[config.mk]
export PLATFORM = sky130hd
export DESIGN_NAME = msb_first_bit_packer_unit_flat
export DESIGN_NICKNAME = d
export VERILOG_FILES = /design/src/sv/mbp_pkg.sv /design/src/sv/mbp_ifs.sv /design/src/sv/mbp_front.sv /design/src/sv/mbp_queue.sv /design/src/sv/mbp_back.sv /design/src/sv/msb_first_bit_packer_unit.sv /design/src/flat_wrapper.sv
export SDC_FILE = /design/constraint.sdc
export NUM_CORES = 1
export LEC_CHECK = 0
export BUFFER_PORTS_ARGS = -buffer_cell sky130_fd_sc_hd__buf_4
export CORE_AREA = 3 3 292 179
export CTS_CLUSTER_DIAMETER = 100
export CTS_CLUSTER_SIZE = 40
export DETAILED_ROUTE_END_ITERATION = 7
export DIE_AREA = 0 0 295 182
export PLACE_DENSITY = 0.52
export REMOVE_ABC_BUFFERS = 1
export SLEW_MARGIN = 10
export SYNTH_ARGS = -nofsm -noshare
export SYNTH_HDL_FRONTEND = slang
export SYNTH_SLANG_ARGS = --single-unit
export TNS_END_PERCENT = 100
[constraint.sdc]
create_clock -name clk -period 10.4 [get_ports clk]
set_clock_uncertainty 0.1 [all_clocks]
set_input_delay 1.56 -clock clk [delete_from_list [all_inputs] [get_ports clk]]
set_output_delay 1.56 -clock clk [all_outputs]
set_load 0.02 [all_outputs]
[src/sv/mbp_pkg.sv]
// Package for the MSB-first bit packer: action codes, field limits and the
// command word passed from the front end to the back end through the queue.
// No dependencies.
package mbp_pkg;

  // Largest field the writer accepts; wider requests are clamped to it.
  localparam int MAX_FIELD_BITS = 32;
  localparam int FIELD_LIMIT    = (MAX_FIELD_BITS < 32) ? MAX_FIELD_BITS : 32;

  // Action codes on the input channel.
  localparam logic ACT_WRITE = 1'b0;
  localparam logic ACT_FLUSH = 1'b1;

  // Reset value of the capacity register, in bytes.
  localparam logic [15:0] CAPACITY_RESET = 16'hFFFF;

  // One queued command: up to four result words to emit.
  typedef struct packed {
    logic [31:0] data;         // bytes to emit, first byte in the top lane
    logic [2:0]  nres;         // number of result words, 1 to 4
    logic [15:0] first_count;  // byte count carried by the first word
    logic        byte_valid;   // words carry stream bytes
    logic        overflow;     // write was refused
  } mbp_cmd_t;

endpackage

[src/sv/mbp_ifs.sv]
// Valid/ready channel interfaces of the bit packer: the input item channel
// and the result channel. No dependencies.
interface mbp_in_if;
  logic        valid;
  logic        ready;
  logic        action;
  logic [31:0] field_value;
  logic [5:0]  field_width;

  modport source (output valid, action, field_value, field_width, input ready);
  modport sink   (input valid, action, field_value, field_width, output ready);
endinterface

interface mbp_out_if;
  logic        valid;
  logic        ready;
  logic [7:0]  out_byte;
  logic        byte_valid;
  logic        last;
  logic        overflow;
  logic [15:0] byte_count;

  modport source (output valid, out_byte, byte_valid, last, overflow, byte_count,
                  input ready);
  modport sink   (input valid, out_byte, byte_valid, last, overflow, byte_count,
                  output ready);
endinterface

[src/sv/mbp_front.sv]
// Front end of the bit packer: accepts items, merges fields into the partial
// byte, checks capacity and queues one command per item that gives results.
// Depends on mbp_pkg and mbp_in_if.
module mbp_front
  import mbp_pkg::*;
(
  input  logic            clk,
  input  logic            rst_n,
  input  logic            cfg_we,
  input  logic [15:0]     cfg_wdata,
  mbp_in_if.sink          in_if,
  output logic            push,
  output mbp_cmd_t        push_cmd,
  input  logic            q_full
);

  logic [7:0]  partial_r, partial_nxt;
  logic [2:0]  bitpos_r, bitpos_nxt;
  logic [15:0] bytes_done_r, bytes_done_nxt;
  logic [15:0] cap_r;

  logic        accept;
  logic        is_flush;
  logic [5:0]  width;
  logic [4:0]  shamt;
  logic [31:0] field_aligned;
  logic [39:0] window;
  logic [5:0]  total;
  logic [2:0]  nbytes;
  logic [7:0]  new_partial;
  logic [19:0] used;
  logic [19:0] room;
  logic        refused;

  // The front takes an item whenever the queue has room.
  assign in_if.ready = !q_full;
  assign accept      = in_if.valid && !q_full;
  assign is_flush    = (in_if.action == ACT_FLUSH);

  // Clamp the width and left-align the field; the shift drops unused bits.
  assign width = (in_if.field_width > 6'(FIELD_LIMIT)) ? 6'(FIELD_LIMIT)
                                                       : in_if.field_width;
  assign shamt         = 5'(6'd32 - width);
  assign field_aligned = in_if.field_value << shamt;

  // Place the field right after the bits already held in the partial byte.
  assign window = {partial_r, 32'b0} | ({field_aligned, 8'b0} >> bitpos_r);
  assign total  = {3'b0, bitpos_r} + width;
  assign nbytes = total[5:3];

  // The leftover bits start at the first byte lane not completed.
  always_comb begin
    unique case (nbytes)
      3'd0:    new_partial = window[39:32];
      3'd1:    new_partial = window[31:24];
      3'd2:    new_partial = window[23:16];
      3'd3:    new_partial = window[15:8];
      3'd4:    new_partial = window[7:0];
      default: new_partial = 8'h00;
    endcase
  end

  // Capacity check in bits.
  assign used    = {1'b0, bytes_done_r, 3'b0} + 20'(bitpos_r) + 20'(width);
  assign room    = {1'b0, cap_r, 3'b0};
  assign refused = (used > room);

  // Command and next state.
  always_comb begin
    push           = 1'b0;
    push_cmd       = '0;
    partial_nxt    = partial_r;
    bitpos_nxt     = bitpos_r;
    bytes_done_nxt = bytes_done_r;
    if (accept) begin
      if (is_flush) begin
        push                 = 1'b1;
        push_cmd.data        = {partial_r, 24'b0};
        push_cmd.nres        = 3'd1;
        push_cmd.byte_valid  = (bitpos_r != 3'd0);
        push_cmd.first_count = bytes_done_r + 16'(bitpos_r != 3'd0);
        partial_nxt          = 8'h00;
        bitpos_nxt           = 3'd0;
        bytes_done_nxt       = 16'h0000;
      end else if (width != 6'd0) begin
        if (refused) begin
          push                 = 1'b1;
          push_cmd.nres        = 3'd1;
          push_cmd.overflow    = 1'b1;
          push_cmd.first_count = bytes_done_r;
        end else begin
          push                 = (nbytes != 3'd0);
          push_cmd.data        = window[39:8];
          push_cmd.nres        = nbytes;
          push_cmd.byte_valid  = 1'b1;
          push_cmd.first_count = bytes_done_r + 16'd1;
          partial_nxt          = new_partial;
          bitpos_nxt           = total[2:0];
          bytes_done_nxt       = bytes_done_r + 16'(nbytes);
        end
      end
    end
  end

  // Writer state and capacity register.
  always_ff @(posedge clk) begin
    if (!rst_n) begin
      partial_r    <= 8'h00;
      bitpos_r     <= 3'd0;
      bytes_done_r <= 16'h0000;
      cap_r        <= CAPACITY_RESET;
    end else begin
      partial_r    <= partial_nxt;
      bitpos_r     <= bitpos_nxt;
      bytes_done_r <= bytes_done_nxt;
      if (cfg_we) begin
        cap_r <= cfg_wdata;
      end
    end
  end

`ifndef SYNTHESIS
  // Bits of the partial byte not yet filled are always zero.
  a_partial_clean: assert property (@(posedge clk) disable iff (!rst_n)
    (partial_r & (8'hFF >> bitpos_r)) == 8'h00)
    else $error("partial byte holds bits beyond the fill position");

  // A refused write leaves the writer state untouched.
  a_refuse_holds: assert property (@(posedge clk) disable iff (!rst_n)
    (accept && !is_flush && width != 6'd0 && refused) |=>
      ($stable(partial_r) && $stable(bitpos_r) && $stable(bytes_done_r)))
    else $error("refused write changed the writer state");
`endif

endmodule

[src/sv/mbp_queue.sv]
// Short command queue between the front and back ends of the bit packer.
// Depends on mbp_pkg.
module mbp_queue
  import mbp_pkg::*;
#(
  parameter int DEPTH = 2
) (
  input  logic     clk,
  input  logic     rst_n,
  input  logic     push,
  input  mbp_cmd_t push_cmd,
  output logic     full,
  input  logic     pop,
  output mbp_cmd_t head_cmd,
  output logic     empty
);

  localparam int PTR_W = (DEPTH > 1) ? $clog2(DEPTH) : 1;
  localparam int CNT_W = $clog2(DEPTH + 1);

  mbp_cmd_t           mem [DEPTH];
  logic [PTR_W-1:0]   wr_ptr_r, wr_ptr_nxt;
  logic [PTR_W-1:0]   rd_ptr_r, rd_ptr_nxt;
  logic [CNT_W-1:0]   count_r, count_nxt;
  logic               do_push;
  logic               do_pop;

  assign full     = (count_r == CNT_W'(DEPTH));
  assign empty    = (count_r == '0);
  assign do_push  = push && !full;
  assign do_pop   = pop && !empty;
  assign head_cmd = mem[rd_ptr_r];

  // Pointer and fill count update.
  always_comb begin
    wr_ptr_nxt = wr_ptr_r;
    rd_ptr_nxt = rd_ptr_r;
    count_nxt  = count_r;
    if (do_push) begin
      wr_ptr_nxt = (wr_ptr_r == PTR_W'(DEPTH - 1)) ? '0 : wr_ptr_r + 1'b1;
    end
    if (do_pop) begin
      rd_ptr_nxt = (rd_ptr_r == PTR_W'(DEPTH - 1)) ? '0 : rd_ptr_r + 1'b1;
    end
    if (do_push && !do_pop) begin
      count_nxt = count_r + 1'b1;
    end else if (do_pop && !do_push) begin
      count_nxt = count_r - 1'b1;
    end
  end

  always_ff @(posedge clk) begin
    if (!rst_n) begin
      wr_ptr_r <= '0;
      rd_ptr_r <= '0;
      count_r  <= '0;
    end else begin
      wr_ptr_r <= wr_ptr_nxt;
      rd_ptr_r <= rd_ptr_nxt;
      count_r  <= count_nxt;
    end
  end

  // Command storage.
  always_ff @(posedge clk) begin
    if (do_push) begin
      mem[wr_ptr_r] <= push_cmd;
    end
  end

`ifndef SYNTHESIS
  // The fill count never passes the depth.
  a_count_bound: assert property (@(posedge clk) disable iff (!rst_n)
    count_r <= CNT_W'(DEPTH))
    else $error("command queue count beyond its depth");
`endif

endmodule

[src/sv/mbp_back.sv]
// Back end of the bit packer: unrolls each queued command into result words,
// one per cycle while the result channel is ready, through an output register.
// Depends on mbp_pkg and mbp_out_if.
module mbp_back
  import mbp_pkg::*;
(
  input  logic     clk,
  input  logic     rst_n,
  input  mbp_cmd_t head_cmd,
  input  logic     q_empty,
  output logic     pop,
  mbp_out_if.source out_if
);

  logic        cur_valid_r, cur_valid_nxt;
  logic [31:0] cur_data_r, cur_data_nxt;
  logic [2:0]  cur_rem_r, cur_rem_nxt;
  logic [15:0] cur_count_r, cur_count_nxt;
  logic        cur_bv_r, cur_bv_nxt;
  logic        cur_ovf_r, cur_ovf_nxt;

  logic        out_valid_r, out_valid_nxt;
  logic [7:0]  out_byte_r, out_byte_nxt;
  logic        out_bv_r, out_bv_nxt;
  logic        out_last_r, out_last_nxt;
  logic        out_ovf_r, out_ovf_nxt;
  logic [15:0] out_count_r, out_count_nxt;

  logic        advance;
  logic        cur_done;

  // A word moves to the output register when it is empty or being taken.
  assign advance  = cur_valid_r && (!out_valid_r || out_if.ready);
  assign cur_done = advance && (cur_rem_r == 3'd1);
  assign pop      = !q_empty && (!cur_valid_r || cur_done);

  // Working command and output register next values.
  always_comb begin
    cur_valid_nxt = cur_valid_r;
    cur_data_nxt  = cur_data_r;
    cur_rem_nxt   = cur_rem_r;
    cur_count_nxt = cur_count_r;
    cur_bv_nxt    = cur_bv_r;
    cur_ovf_nxt   = cur_ovf_r;
    out_valid_nxt = out_valid_r && !out_if.ready;
    out_byte_nxt  = out_byte_r;
    out_bv_nxt    = out_bv_r;
    out_last_nxt  = out_last_r;
    out_ovf_nxt   = out_ovf_r;
    out_count_nxt = out_count_r;
    if (advance) begin
      out_valid_nxt = 1'b1;
      out_byte_nxt  = cur_data_r[31:24];
      out_bv_nxt    = cur_bv_r;
      out_last_nxt  = (cur_rem_r == 3'd1);
      out_ovf_nxt   = cur_ovf_r;
      out_count_nxt = cur_count_r;
      cur_data_nxt  = {cur_data_r[23:0], 8'h00};
      cur_rem_nxt   = cur_rem_r - 3'd1;
      cur_count_nxt = cur_count_r + 16'd1;
      cur_valid_nxt = (cur_rem_r != 3'd1);
    end
    if (pop) begin
      cur_valid_nxt = 1'b1;
      cur_data_nxt  = head_cmd.data;
      cur_rem_nxt   = head_cmd.nres;
      cur_count_nxt = head_cmd.first_count;
      cur_bv_nxt    = head_cmd.byte_valid;
      cur_ovf_nxt   = head_cmd.overflow;
    end
  end

  // Control registers.
  always_ff @(posedge clk) begin
    if (!rst_n) begin
      cur_valid_r <= 1'b0;
      out_valid_r <= 1'b0;
    end else begin
      cur_valid_r <= cur_valid_nxt;
      out_valid_r <= out_valid_nxt;
    end
  end

  // Payload registers.
  always_ff @(posedge clk) begin
    cur_data_r  <= cur_data_nxt;
    cur_rem_r   <= cur_rem_nxt;
    cur_count_r <= cur_count_nxt;
    cur_bv_r    <= cur_bv_nxt;
    cur_ovf_r   <= cur_ovf_nxt;
    out_byte_r  <= out_byte_nxt;
    out_bv_r    <= out_bv_nxt;
    out_last_r  <= out_last_nxt;
    out_ovf_r   <= out_ovf_nxt;
    out_count_r <= out_count_nxt;
  end

  assign out_if.valid      = out_valid_r;
  assign out_if.out_byte   = out_byte_r;
  assign out_if.byte_valid = out_bv_r;
  assign out_if.last       = out_last_r;
  assign out_if.overflow   = out_ovf_r;
  assign out_if.byte_count = out_count_r;

`ifndef SYNTHESIS
  // A word without a stream byte carries a zero byte.
  a_empty_zero: assert property (@(posedge clk) disable iff (!rst_n)
    (out_valid_r && !out_bv_r) |-> (out_byte_r == 8'h00))
    else $error("word without a stream byte carries nonzero data");

  // A refusal is always a single, final word.
  a_ovf_last: assert property (@(posedge clk) disable iff (!rst_n)
    (out_valid_r && out_ovf_r) |-> (out_last_r && !out_bv_r))
    else $error("overflow word not marked last or carries a byte");

  // A working command always has words left to send.
  a_rem_nonzero: assert property (@(posedge clk) disable iff (!rst_n)
    cur_valid_r |-> (cur_rem_r != 3'd0))
    else $error("active command with no words left");
`endif

endmodule

[src/sv/msb_first_bit_packer_unit.sv]
// MSB-first bit packer. Each input word either writes a field of 1 to 32 bits
// (wider requests are clamped, zero width is a no-op) or flushes the message.
// The front end takes one input word per cycle while its command queue has
// room; the result channel moves one word per cycle from a registered output
// stage while the receiver is ready. An item gives no result word for a write
// that completes no byte, one for a flush or a refused write, and up to four
// for a 32-bit write. Sustained throughput is therefore set by the result
// channel at one word per cycle. Capacity must be written on cfg_we/cfg_wdata
// only while the unit is idle, by the user; the unit does not enforce this.
// Depends on mbp_pkg, mbp_ifs, mbp_front, mbp_queue and mbp_back.
module msb_first_bit_packer_unit
  import mbp_pkg::*;
#(
  parameter int QUEUE_DEPTH = 2
) (
  input  logic        clk,
  input  logic        rst_n,
  input  logic        cfg_we,
  input  logic [15:0] cfg_wdata,
  mbp_in_if.sink      in_if,
  mbp_out_if.source   out_if
);

  logic     push;
  mbp_cmd_t push_cmd;
  logic     q_full;
  logic     pop;
  mbp_cmd_t head_cmd;
  logic     q_empty;

  // Accept, merge and classify input words.
  mbp_front u_front (
    .clk       (clk),
    .rst_n     (rst_n),
    .cfg_we    (cfg_we),
    .cfg_wdata (cfg_wdata),
    .in_if     (in_if),
    .push      (push),
    .push_cmd  (push_cmd),
    .q_full    (q_full)
  );

  // Decouple the two sides.
  mbp_queue #(
    .DEPTH (QUEUE_DEPTH)
  ) u_queue (
    .clk      (clk),
    .rst_n    (rst_n),
    .push     (push),
    .push_cmd (push_cmd),
    .full     (q_full),
    .pop      (pop),
    .head_cmd (head_cmd),
    .empty    (q_empty)
  );

  // Emit result words.
  mbp_back u_back (
    .clk      (clk),
    .rst_n    (rst_n),
    .head_cmd (head_cmd),
    .q_empty  (q_empty),
    .pop      (pop),
    .out_if   (out_if)
  );

endmodule
[src/flat_wrapper.sv]
// flat-port wrapper written by rule: the top's interface ports become plain ports
module msb_first_bit_packer_unit_flat import mbp_pkg::*;
#(
  parameter int QUEUE_DEPTH = 2
)
  (clk, rst_n, cfg_we, cfg_wdata, in_if_valid, in_if_action, in_if_field_value, in_if_field_width, in_if_ready, out_if_valid, out_if_out_byte, out_if_byte_valid, out_if_last, out_if_overflow, out_if_byte_count, out_if_ready);
  mbp_in_if in_if_i ();
  mbp_out_if out_if_i ();
  input  logic clk;
  input  logic rst_n;
  input  logic cfg_we;
  input  logic [15:0] cfg_wdata;
  input wire logic [$bits(in_if_i.valid)-1:0] in_if_valid;
  input wire logic [$bits(in_if_i.action)-1:0] in_if_action;
  input wire logic [$bits(in_if_i.field_value)-1:0] in_if_field_value;
  input wire logic [$bits(in_if_i.field_width)-1:0] in_if_field_width;
  output wire logic [$bits(in_if_i.ready)-1:0] in_if_ready;
  output wire logic [$bits(out_if_i.valid)-1:0] out_if_valid;
  output wire logic [$bits(out_if_i.out_byte)-1:0] out_if_out_byte;
  output wire logic [$bits(out_if_i.byte_valid)-1:0] out_if_byte_valid;
  output wire logic [$bits(out_if_i.last)-1:0] out_if_last;
  output wire logic [$bits(out_if_i.overflow)-1:0] out_if_overflow;
  output wire logic [$bits(out_if_i.byte_count)-1:0] out_if_byte_count;
  input wire logic [$bits(out_if_i.ready)-1:0] out_if_ready;
  assign in_if_i.valid = in_if_valid;
  assign in_if_i.action = in_if_action;
  assign in_if_i.field_value = in_if_field_value;
  assign in_if_i.field_width = in_if_field_width;
  assign in_if_ready = in_if_i.ready;
  assign out_if_valid = out_if_i.valid;
  assign out_if_out_byte = out_if_i.out_byte;
  assign out_if_byte_valid = out_if_i.byte_valid;
  assign out_if_last = out_if_i.last;
  assign out_if_overflow = out_if_i.overflow;
  assign out_if_byte_count = out_if_i.byte_count;
  assign out_if_i.ready = out_if_ready;
  msb_first_bit_packer_unit #(.QUEUE_DEPTH(QUEUE_DEPTH)) u_core (.clk(clk), .rst_n(rst_n), .cfg_we(cfg_we), .cfg_wdata(cfg_wdata), .in_if(in_if_i), .out_if(out_if_i));
endmodule
Yosys cells after proc, flatten, opt, wreduce, memory -nomap -nowiden

Memories as Yosys holds them, arrays and structs flattened. A register that Yosys moved wholly into a read port is not among the register bits.
Cells that the tools add are included.
Widths: inputs -> output; s select.

Register bits after elaboration: 129
Bits in writable memories: 106
Input bits: 60
Output and inout bits: 29
Logic and storage cells: 113
Memories kept: 1

Memories:

| memory             | words | bits a word | read ports | clocked after memory_dff | wr ports | RTL line        | source |
|---|---|---|---|---|---|---|---|
| u_core.u_queue.mem | 2     | 53          | 1          | 1                        | 1        | mbp_queue.sv:21 | `mbp_cmd_t mem [DEPTH];` |

Add/subtract/negate cells: 13
$lt $le $gt $ge: 2
Equal/unequal tests: 8
Shift operators: 2
Multiplexer cells: 40
Bitwise gates (word level): 1
Reduce and logical (&&, ||, !) cells: 27

Operators with widths:

| cell                  | number |
|---|---|
| $mux 53               | 2 |
| $mux 32               | 3 |
| $mux 16               | 5 |
| $mux 52               | 1 |
| $or 40x40->40         | 1 |
| $pmux 8 s5            | 1 |
| $shr 40x3->40         | 1 |
| $add 16x1->16 const B | 2 |
| $shl 32x5->32         | 1 |
| $mux 8                | 3 |
| $add 19x3->20         | 1 |
| $add 20x6->20         | 1 |
| $gt 20x19->1          | 1 |
| $mux 19               | 1 |
| $add 16x1->16         | 1 |
| $add 16x3->16         | 1 |
| $mux 1                | 16 |
| $mux 3                | 5 |
| $logic_and 1x1->1     | 9 |
| $logic_not 1->1       | 7 |
| $add 3x6->6           | 1 |
| $eq 3x1->1 const B    | 2 |
| $eq 3x2->1 const B    | 2 |
| $gt 6x6->1 const B    | 1 |
| 18 further kinds      | 24 |

Logic depth before layout (Yosys ltp)

Gate-level depths: netlist of the first run.

Depth in word-level cells: 13
Gate-level depth with buffers: 28
Mapped depth without buffers: 23

By module

A second synthesis of the first run with hierarchy kept.

Cell total of the unflattened synthesis: 1457
Area, all modules: 15192.1 um^2

By module, submodules not included:

| module    | times used | cells an instance | area each (um^2) | seq. area each (um^2) |
|---|---|---|---|---|
| mbp_front | 1          | 1072              | 7572.3           | 860.8 |
| mbp_queue | 1          | 190               | 4056.4           | 3283.1 |
| mbp_back  | 1          | 195               | 3563.4           | 2442.3 |

Worst setup path after synthesis of the first run

No wires, ideal clock.

Path kind: input to register
From: in in_if_field_width[0]
To: mem u_core.u_queue.mem[0][0] in the netlist's numbering, enable pin
Setup time: 0.464 ns
Arrival: 7.880 ns
Data required time: 9.836 ns
Slack: 1.956 ns
Stages on the path: 23
Buffers on the path: 5
Cells stage by stage: nor2b_1 buf_4 buf_2 buf_2 ha_1 fa_1 a21o_1 a21oi_1 o21bai_1 a21oi_1 or2_2 clkbuf_1 nor2_1 xor2_1 ha_1 nand3_1 or4_1 o211ai_1 a21boi_1 buf_2 a21oi_1 o21ai_0 nor2_1

Cells in the longest elaborated chain, start to end: 11
Elaborated cells on any way between the ends: 14
Classes of those cells: add/sub (2); order compare (2); mux (7); reduce/logical (3)

Ends and longest elaborated chain:

| element                                           | RTL line                         | source |
|---|---|---|
| from (decl)                                       | flat_wrapper.sv:16               | `input wire logic [$bits(in_if_i.field_width)-1:0] in_if_field_width;` |
| $gt 6x6->1                                        | mbp_front.sv:41                  | `assign width = (in_if.field_width > 6'(FIELD_LIMIT)) ? 6'(FIELD_LIMIT)` |
| $mux 6 *                                          | mbp_front.sv:41                  |  |
| $add 20x6->20 or $add 3x6->6 (tied branches)      | mbp_front.sv:64, mbp_front.sv:48 |  |
| $gt 20x19->1 or $reduce_bool 3->1 (tied branches) | mbp_front.sv:66, mbp_front.sv:92 |  |
| $mux 1                                            | mbp_front.sv:86                  | `if (refused) begin` |
| $mux 1 *                                          | mbp_front.sv:85                  | `end else if (width != 6'd0) begin` |
| $mux 1 *                                          | mbp_front.sv:76                  | `if (is_flush) begin` |
| $mux 1 *                                          | mbp_front.sv:75                  | `if (accept) begin` |
| $logic_and 1x1->1 *                               | mbp_queue.sv:30                  | `assign do_push = push && !full;` |
| $mux 1 *                                          | mbp_queue.sv:66                  | `if (do_push) begin` |
| $mux 1 (not written as such) *                    | mbp_queue.sv:67                  | `mem[wr_ptr_r] <= push_cmd;` |
| to (decl)                                         | mbp_queue.sv:21                  |  |

Mark *: on every way between the ends. The rest lies on a longest branch, timed or not.

Worst setup path in the final report of the first run

From: in in_if_field_width[0]
To: reg u_core.u_front.partial_r[5]

Cells in the longest elaborated chain, start to end: 10
Elaborated cells on any way between the ends: 22
Classes of those cells: add/sub (3); order compare (2); eq/ne (5); shift (2); mux (5); bitwise (1); reduce/logical (4)

Ends and longest elaborated chain:

| element              | RTL line         | source |
|---|---|---|
| $gt 6x6->1           | mbp_front.sv:41  |  |
| $mux 6 *             | mbp_front.sv:41  |  |
| $sub 1x5->5          | mbp_front.sv:43  | `assign shamt = 5'(6'd32 - width);` |
| $shl 32x5->32        | mbp_front.sv:44  | `assign field_aligned = in_if.field_value << shamt;` |
| $shr 40x3->40        | mbp_front.sv:47  | `assign window = {partial_r, 32'b0} \| ({field_aligned, 8'b0} >> bitpos_r);` |
| $or 40x40->40        | mbp_front.sv:47  |  |
| $pmux 8 s5           | mbp_front.sv:53  | `unique case (nbytes)` |
| $mux 8               | mbp_front.sv:86  |  |
| $mux 8               | mbp_front.sv:85  |  |
| $mux 8               | mbp_front.sv:76  |  |
| to (signal assigned) | mbp_front.sv:113 | `partial_r <= partial_nxt;` |
| to (decl)            | mbp_front.sv:17  | `logic [7:0] partial_r, partial_nxt;` |

Mark *: on every way between the ends. The rest lies on a longest branch, timed or not. The select of a mux whose other input is x is not followed.
A chain may end at the register's enable or synchronous reset.

==> reports/qor.csv, run 1 <==
metric,value,unit
status,"complete, no violations",
vdd_drop_max,0.184,mV
synth_edf_count,186,
numCtsBuffers,11,
cts_hold_buffers,0,
cts_setup_buffers,0,
yosys_warnings,0,
synth.most_common_cell,edfxtp_1,
synth-seq-cells,236,
place_congestion,0.938,
die_w,295,um
post-route-min-period,7250,ps
dp_cells,2164,
start_util,0.300,
antenna_found_initial,0,
rsz0062_at_grt,no,
portBuffers,88,
fillers,5029,
drc_errors,0,
drtIter0Drc,1243,
cp_data_arrival_time,7530,ps
avgSynthCellArea,9.88,um2
vias,12000,
placed_cell_area,16100,um2
yosysUniqueCellTypes,97,
yosysSeqAreaShare,0.444,
start_kind,input port,
synth_ff_type,edfxtp_1,
syn_to_final_growth,11.0,%
drv_slew,0,
grt_usage,0.164,
antenna_cells,0,
grt_pass1_wl,69.4,mm
nNetsFinal,1622,
rows,63,
gr-total-overflow,0,
use_met3,0.0423,
path_class,input port to flip-flop,
first_pass_iters,5,
synth_top_area_share,0.377,
cellPowerDensity,197,nW/um2
cts_num_sinks,236,
final_antenna_net_count,0,
die_h,182,um
maxCapViolations,0,
required,10680,ps
fp.coreArea,49400,um2
grtUsageMet2,0.223,
grt_pass1_vias,11200,
setup_violations,0,
instances_no_fill,2181,
clkLatencyLatePin,500,ps
drive_above_1_share,0.139,
synthArstFlopShare,0,
synthTopCellsByArea,"edfxtp_1 (38%), dfxtp_1 (6.8%), mux2i_1 (6.7%), nor2_1 (4.1%), nand2_1 (3.7%)",
met1_usage,0.260,
dieArea,53700,um2
crit_fanout,29,
min_path_type,flip-flop to flip-flop,
fin_setup_tns,0,ps
place_hpwl,33.2,mm
fin_area,16500,um2
path_clk_slew,140,ps
worst_pin_slew,973,ps
multi_input_area,7680,um2
cp-end-kind,flip-flop,
cts_resized,0,
fmax,138,MHz
max-clock-path-buffers,3,
leakagePower,5.97,nW
yosys.area.top_type,edfxtp_1,
wl_per_cell,20.7,um
ios,89,
synth_common_cells,"edfxtp_1 (186), nor2_1 (160), nand2_1 (147), mux2i_1 (99), a21oi_1 (86)",
via_per_inst,5.49,
routed_wl,45.1,mm
regArea,6590,um2
cts_tree,done,
grt_max_degree,97,
netlist_instances,1500,
relSlewSlack,0.351,
cts_max_level,1,
hold_viol_final,0,
root_buffer,clkbuf_16,
grt-busiest-layer,met1,
post-route-period-util,0.697,
synth_area,14800,um2
-- worst paths after layout --
kind,endpoint,from,cells after the start,slack (ps)
max,u_core.u_front.partial_r[5]$_SDFFE_PN0P_,in_if_field_width[0],24,3150
min,u_core.u_back.out_if.out_byte[2]$_DFFE_PP_,u_core.u_back.cur_data_r[26]$_DFFE_PP_,0,330
max reg2reg,u_core.u_front.partial_r[5]$_SDFFE_PN0P_,u_core.u_front.bitpos_r[0]$_SDFFE_PN0P_,22,4020
min reg2reg,u_core.u_back.out_if.out_byte[2]$_DFFE_PP_,u_core.u_back.cur_data_r[26]$_DFFE_PP_,0,330
-- where the power goes --
part	switching (mW)	internal [mW]
clock network	0.324	0.215
registers	0.0928	1.37
logic	0.818	0.414
-- layer usage --
layer	share of wire	routed length, um	vias to the layer above
met2	0.39	17800	414
met5	0	0	-
li1	-	-	5653
met1	0.51	23100	5875
met3	0.081	3680	35
met4	0.013	567	0
-- registers in the layout (all words and copies together), names as in the netlist, named ones only --
name / count
u_core.u_queue.mem: 106
u_core.u_back.cur_data_r: 32
u_core.u_back.cur_count_r: 16
u_core.u_back.out_if.byte_count: 16
u_core.u_front.bytes_done_r: 16
u_core.u_front.cap_r: 16
u_core.u_back.out_if.out_byte: 8
u_core.u_front.partial_r: 8
u_core.u_back.cur_rem_r: 3
u_core.u_front.bitpos_r: 3
u_core.u_queue.count_r: 2
u_core.u_back.cur_bv_r: 1
u_core.u_back.cur_ovf_r: 1
u_core.u_back.cur_valid_r: 1
u_core.u_back.out_if.byte_valid: 1
u_core.u_back.out_if.last: 1
u_core.u_back.out_if.overflow: 1
u_core.u_back.out_if.valid: 1
u_core.u_queue.rd_ptr_r: 1
u_core.u_queue.wr_ptr_r: 1
-- cells by family after synthesis --
family,share of synthesized area
DFF,0.444
muxes,0.124
xor gates and xnor gates,0.0319
adders and majority gates,0.0305
buffers and inverters,0.0403
AOI/OAI and AO/OA,0.163
and+or+nand+nor,0.166
-- cell usage in the layout, fill, tap and decap left out, types with 22 or more instances in the layout --
cell type	n
nand3_1	40
nor3_1	37
a21oi_1	86
o21ai_0	73
nor2_1	159
buf_4	112
xnor2_1	22
nand2_1	147
ha_1	32
inv_1	41
dfxtp_1	47
mux2i_1	98
edfxtp_1	186
mux2_2	25
xor2_1	27
a211oi_1	33
-- cell type report --
cell class	instances	share of cell area
multi-input cells	1122	0.467
flip-flops and latches	236	0.401
repair buffers	112	0.0511
well taps	650	0.0494
clock buffers	13	0.0172
inverters	44	0.0100
clock inverters	4	0.00502
-- worst max-delay path, stage by stage --
cell	delay [ps]
buf_4	130
nor2b_2	140
buf_4	250
ha_1	260
fa_1	410
a21o_1	220
a21oi_1	230
o21bai_1	90
a21oi_1	310
or2_2	230
nor2_1	70
xor2_1	150
ha_1	300
nand3_1	110
or4_1	590
nor4_1	330
nor2_1	80
a21boi_1	210
buf_4	230
and2_1	450
nor2_1	280
buf_4	250
a2111oi_0	470
a311oi_1	150
-- through the flow --
stage | utilization | hold WS (ps) | worst slack (ps) | power, mW
after CTS | 0.333 | 339 | 3310 | 3.27
after detailed placement | 0.326 | 308 | 2780 | 2.72
after floorplan | - | 300 | 1640 | 2.29
after global routing | 0.333 | 347 | 2660 | 3.44
final | 0.333 | 335 | 3150 | 3.24
after global placement | 0.326 | 304 | 2950 | 2.70
No activity file was read; power rests on OpenSTA's default activity.
==> inputs of run 2 (changes only) <==
clock period = 7.4 ns   (was 10.4 ns; I/O delays follow)
==> reports/qor.csv, run 2 (same netlist as run 1, synthesis figures left out) <==
metric,value,unit,change
leakagePower,5.99,nW,+0.28%
routed_wl,45.4,mm,+0.53%
grtUsageMet2,0.224,,+0.00150
grt_pass1_wl,70.0,mm,+0.95%
post-route-period-util,0.876,,
largestRegisters,"u_core.u_queue.mem (106), u_core.u_back.cur_data_r (32)",,
crit_fanout,18,,-38%
cts_tree,done,,
ios,89,,unchanged
grt_pass1_vias,11400,,+1.2%
fin_ws,914,ps,-2240 ps
power.total,4.54,mW,+40%
final_util,0.333,,+0.000506
drive_above_1_share,0.141,,+0.00224
root_buffer,clkbuf_16,,
final_cell_mix,"edfxtp_1 (186), nor2_1 (159), nand2_1 (147)",,
hold_viol_final,0,,unchanged
portBuffers,88,,unchanged
max-clock-path-buffers,3,,unchanged
place_congestion,0.950,,+1.3%
cellPowerDensity,275,nW/um2,+40%
status,"complete, no violations",,
maxCapViolations,0,,unchanged
start_kind,input port,,
fin_setup_tns,0,ps,unchanged
vdd_drop_max,0.181,mV,-1.4%
die_h,182,um,unchanged
cts_hold_buffers,0,,unchanged
use_met3,0.0424,,+0.000122
place_hpwl,33.7,mm,+1.6%
grt_max_degree,66,,-32%
path_clk_slew,140,ps,about the same
largest_reg_flops,106,,unchanged
grt-busiest-layer,met1,,
nNetsFinal,1626,,+0.25%
cp_data_arrival_time,6560,ps,-970 ps
rows,63,,unchanged
cts_resized,0,,unchanged
gr-total-overflow,0,,unchanged
cts_num_sinks,236,,unchanged
rsz0062_at_grt,no,,
fp.coreArea,49400,um2,unchanged
path_class,input port to flip-flop,,
numCtsBuffers,10,,-1
drc_errors,0,,unchanged
wl_per_cell,20.7,um,+0.30%
start_util,0.300,,unchanged
relSlewSlack,0.267,,-0.0849
setup_violations,0,,unchanged
dieArea,53700,um2,unchanged
first_pass_iters,6,,+1
fmax,154,MHz,
antenna_found_initial,0,,unchanged
instances_no_fill,2186,,+0.23%
vias,12000,,+0.54%
syn_to_final_growth,11.1,%,
drv_slew,0,,unchanged
post-route-min-period,6490,ps,
final_antenna_net_count,0,,unchanged
cts_setup_buffers,0,,unchanged
via_per_inst,5.51,,+0.31%
drtIter0Drc,1429,,+15%
layout_commonest_cell,edfxtp_1,,
met1_usage,0.264,,+0.00465
dp_slack,647,ps,-2130 ps
required,7480,ps,-3200 ps
dp_cells,2169,,+0.23%
cts_max_level,1,,unchanged
worst_pin_slew,1070,ps,+99.6 ps
grt_usage,0.166,,+0.00206
die_w,295,um,unchanged
top_register,u_core.u_queue.mem,,
cp-end-kind,flip-flop,,
clkLatencyLatePin,500,ps,about the same
min_path_type,flip-flop to flip-flop,,
==> run 2: changes by cell type in the layout (fill, tap and decap cells not counted), sizes merged <==
cell,previous run,this run
clkbuf,13,14
diode,0,1
clkinv,3,2
buf,112,117
inv,45,44
==> run 2: final timing paths <==
path	endpoint	from	depth (start not counted)	slack, ps
worst max-delay path	u_core.u_queue.mem[1][22]$_DFFE_PP_	in_if_field_width[5]	19	910
worst min register to register	u_core.u_back.out_if.byte_valid$_DFFE_PP_	u_core.u_back.cur_bv_r$_DFFE_PP_	0	340
worst min-delay path	u_core.u_back.out_if.byte_valid$_DFFE_PP_	u_core.u_back.cur_bv_r$_DFFE_PP_	0	340
worst max register to register	u_core.u_queue.mem[1][22]$_DFFE_PP_	u_core.u_front.bitpos_r[0]$_SDFFE_PN0P_	18	1550
==> run 2: critical path, stage by stage <==
cell       delay, ps
buf_4            190
nand2b_1         180
inv_1             80
ha_1             270
a211oi_1         410
nor2_1           220
a2111o_1         490
and3_1           260
nand2_1          100
xnor2_1           70
ha_1             300
nand3_1          120
or4_1            590
nor4_1           310
nor2_1            90
a21boi_1         200
buf_4            220
nand2_1          310
a2111oi_0       1020
==> run 2: metrics by stage <==
stage	hold WS [ps]	area, um2
4_1_cts	340	16500
3_3_place_gp	303	16100
6_report	338	16500
5_1_grt	345	16500
2_1_floorplan	300	14400
3_5_place_dp	307	16100
==> run 2: cell type report <==
type,count,area [um2]
fill,5037,32900
multi-input combinational,1122,7680
sequential,236,6590
timing repair buffer,117,891
tap,650,813
clock buffer,14,297
inverter,44,165
clock inverter,2,41.3
antenna,1,2.50
==> run 2: report_power, final <==
group          switching, mW  internal (mW)  total (mW)  leakage [nW]
registers              0.138           1.93        2.07          2.20
logic                   1.15          0.592        1.74          3.62
clock network          0.434          0.297       0.731         0.163
total                   1.72           2.82        4.54          5.99
==> run 2: per-layer routing <==
metal,part of all wire,wire [um]
met5,0,0
met1,0.51,23100
met3,0.087,3960
met4,0.0097,439
met2,0.39,17900
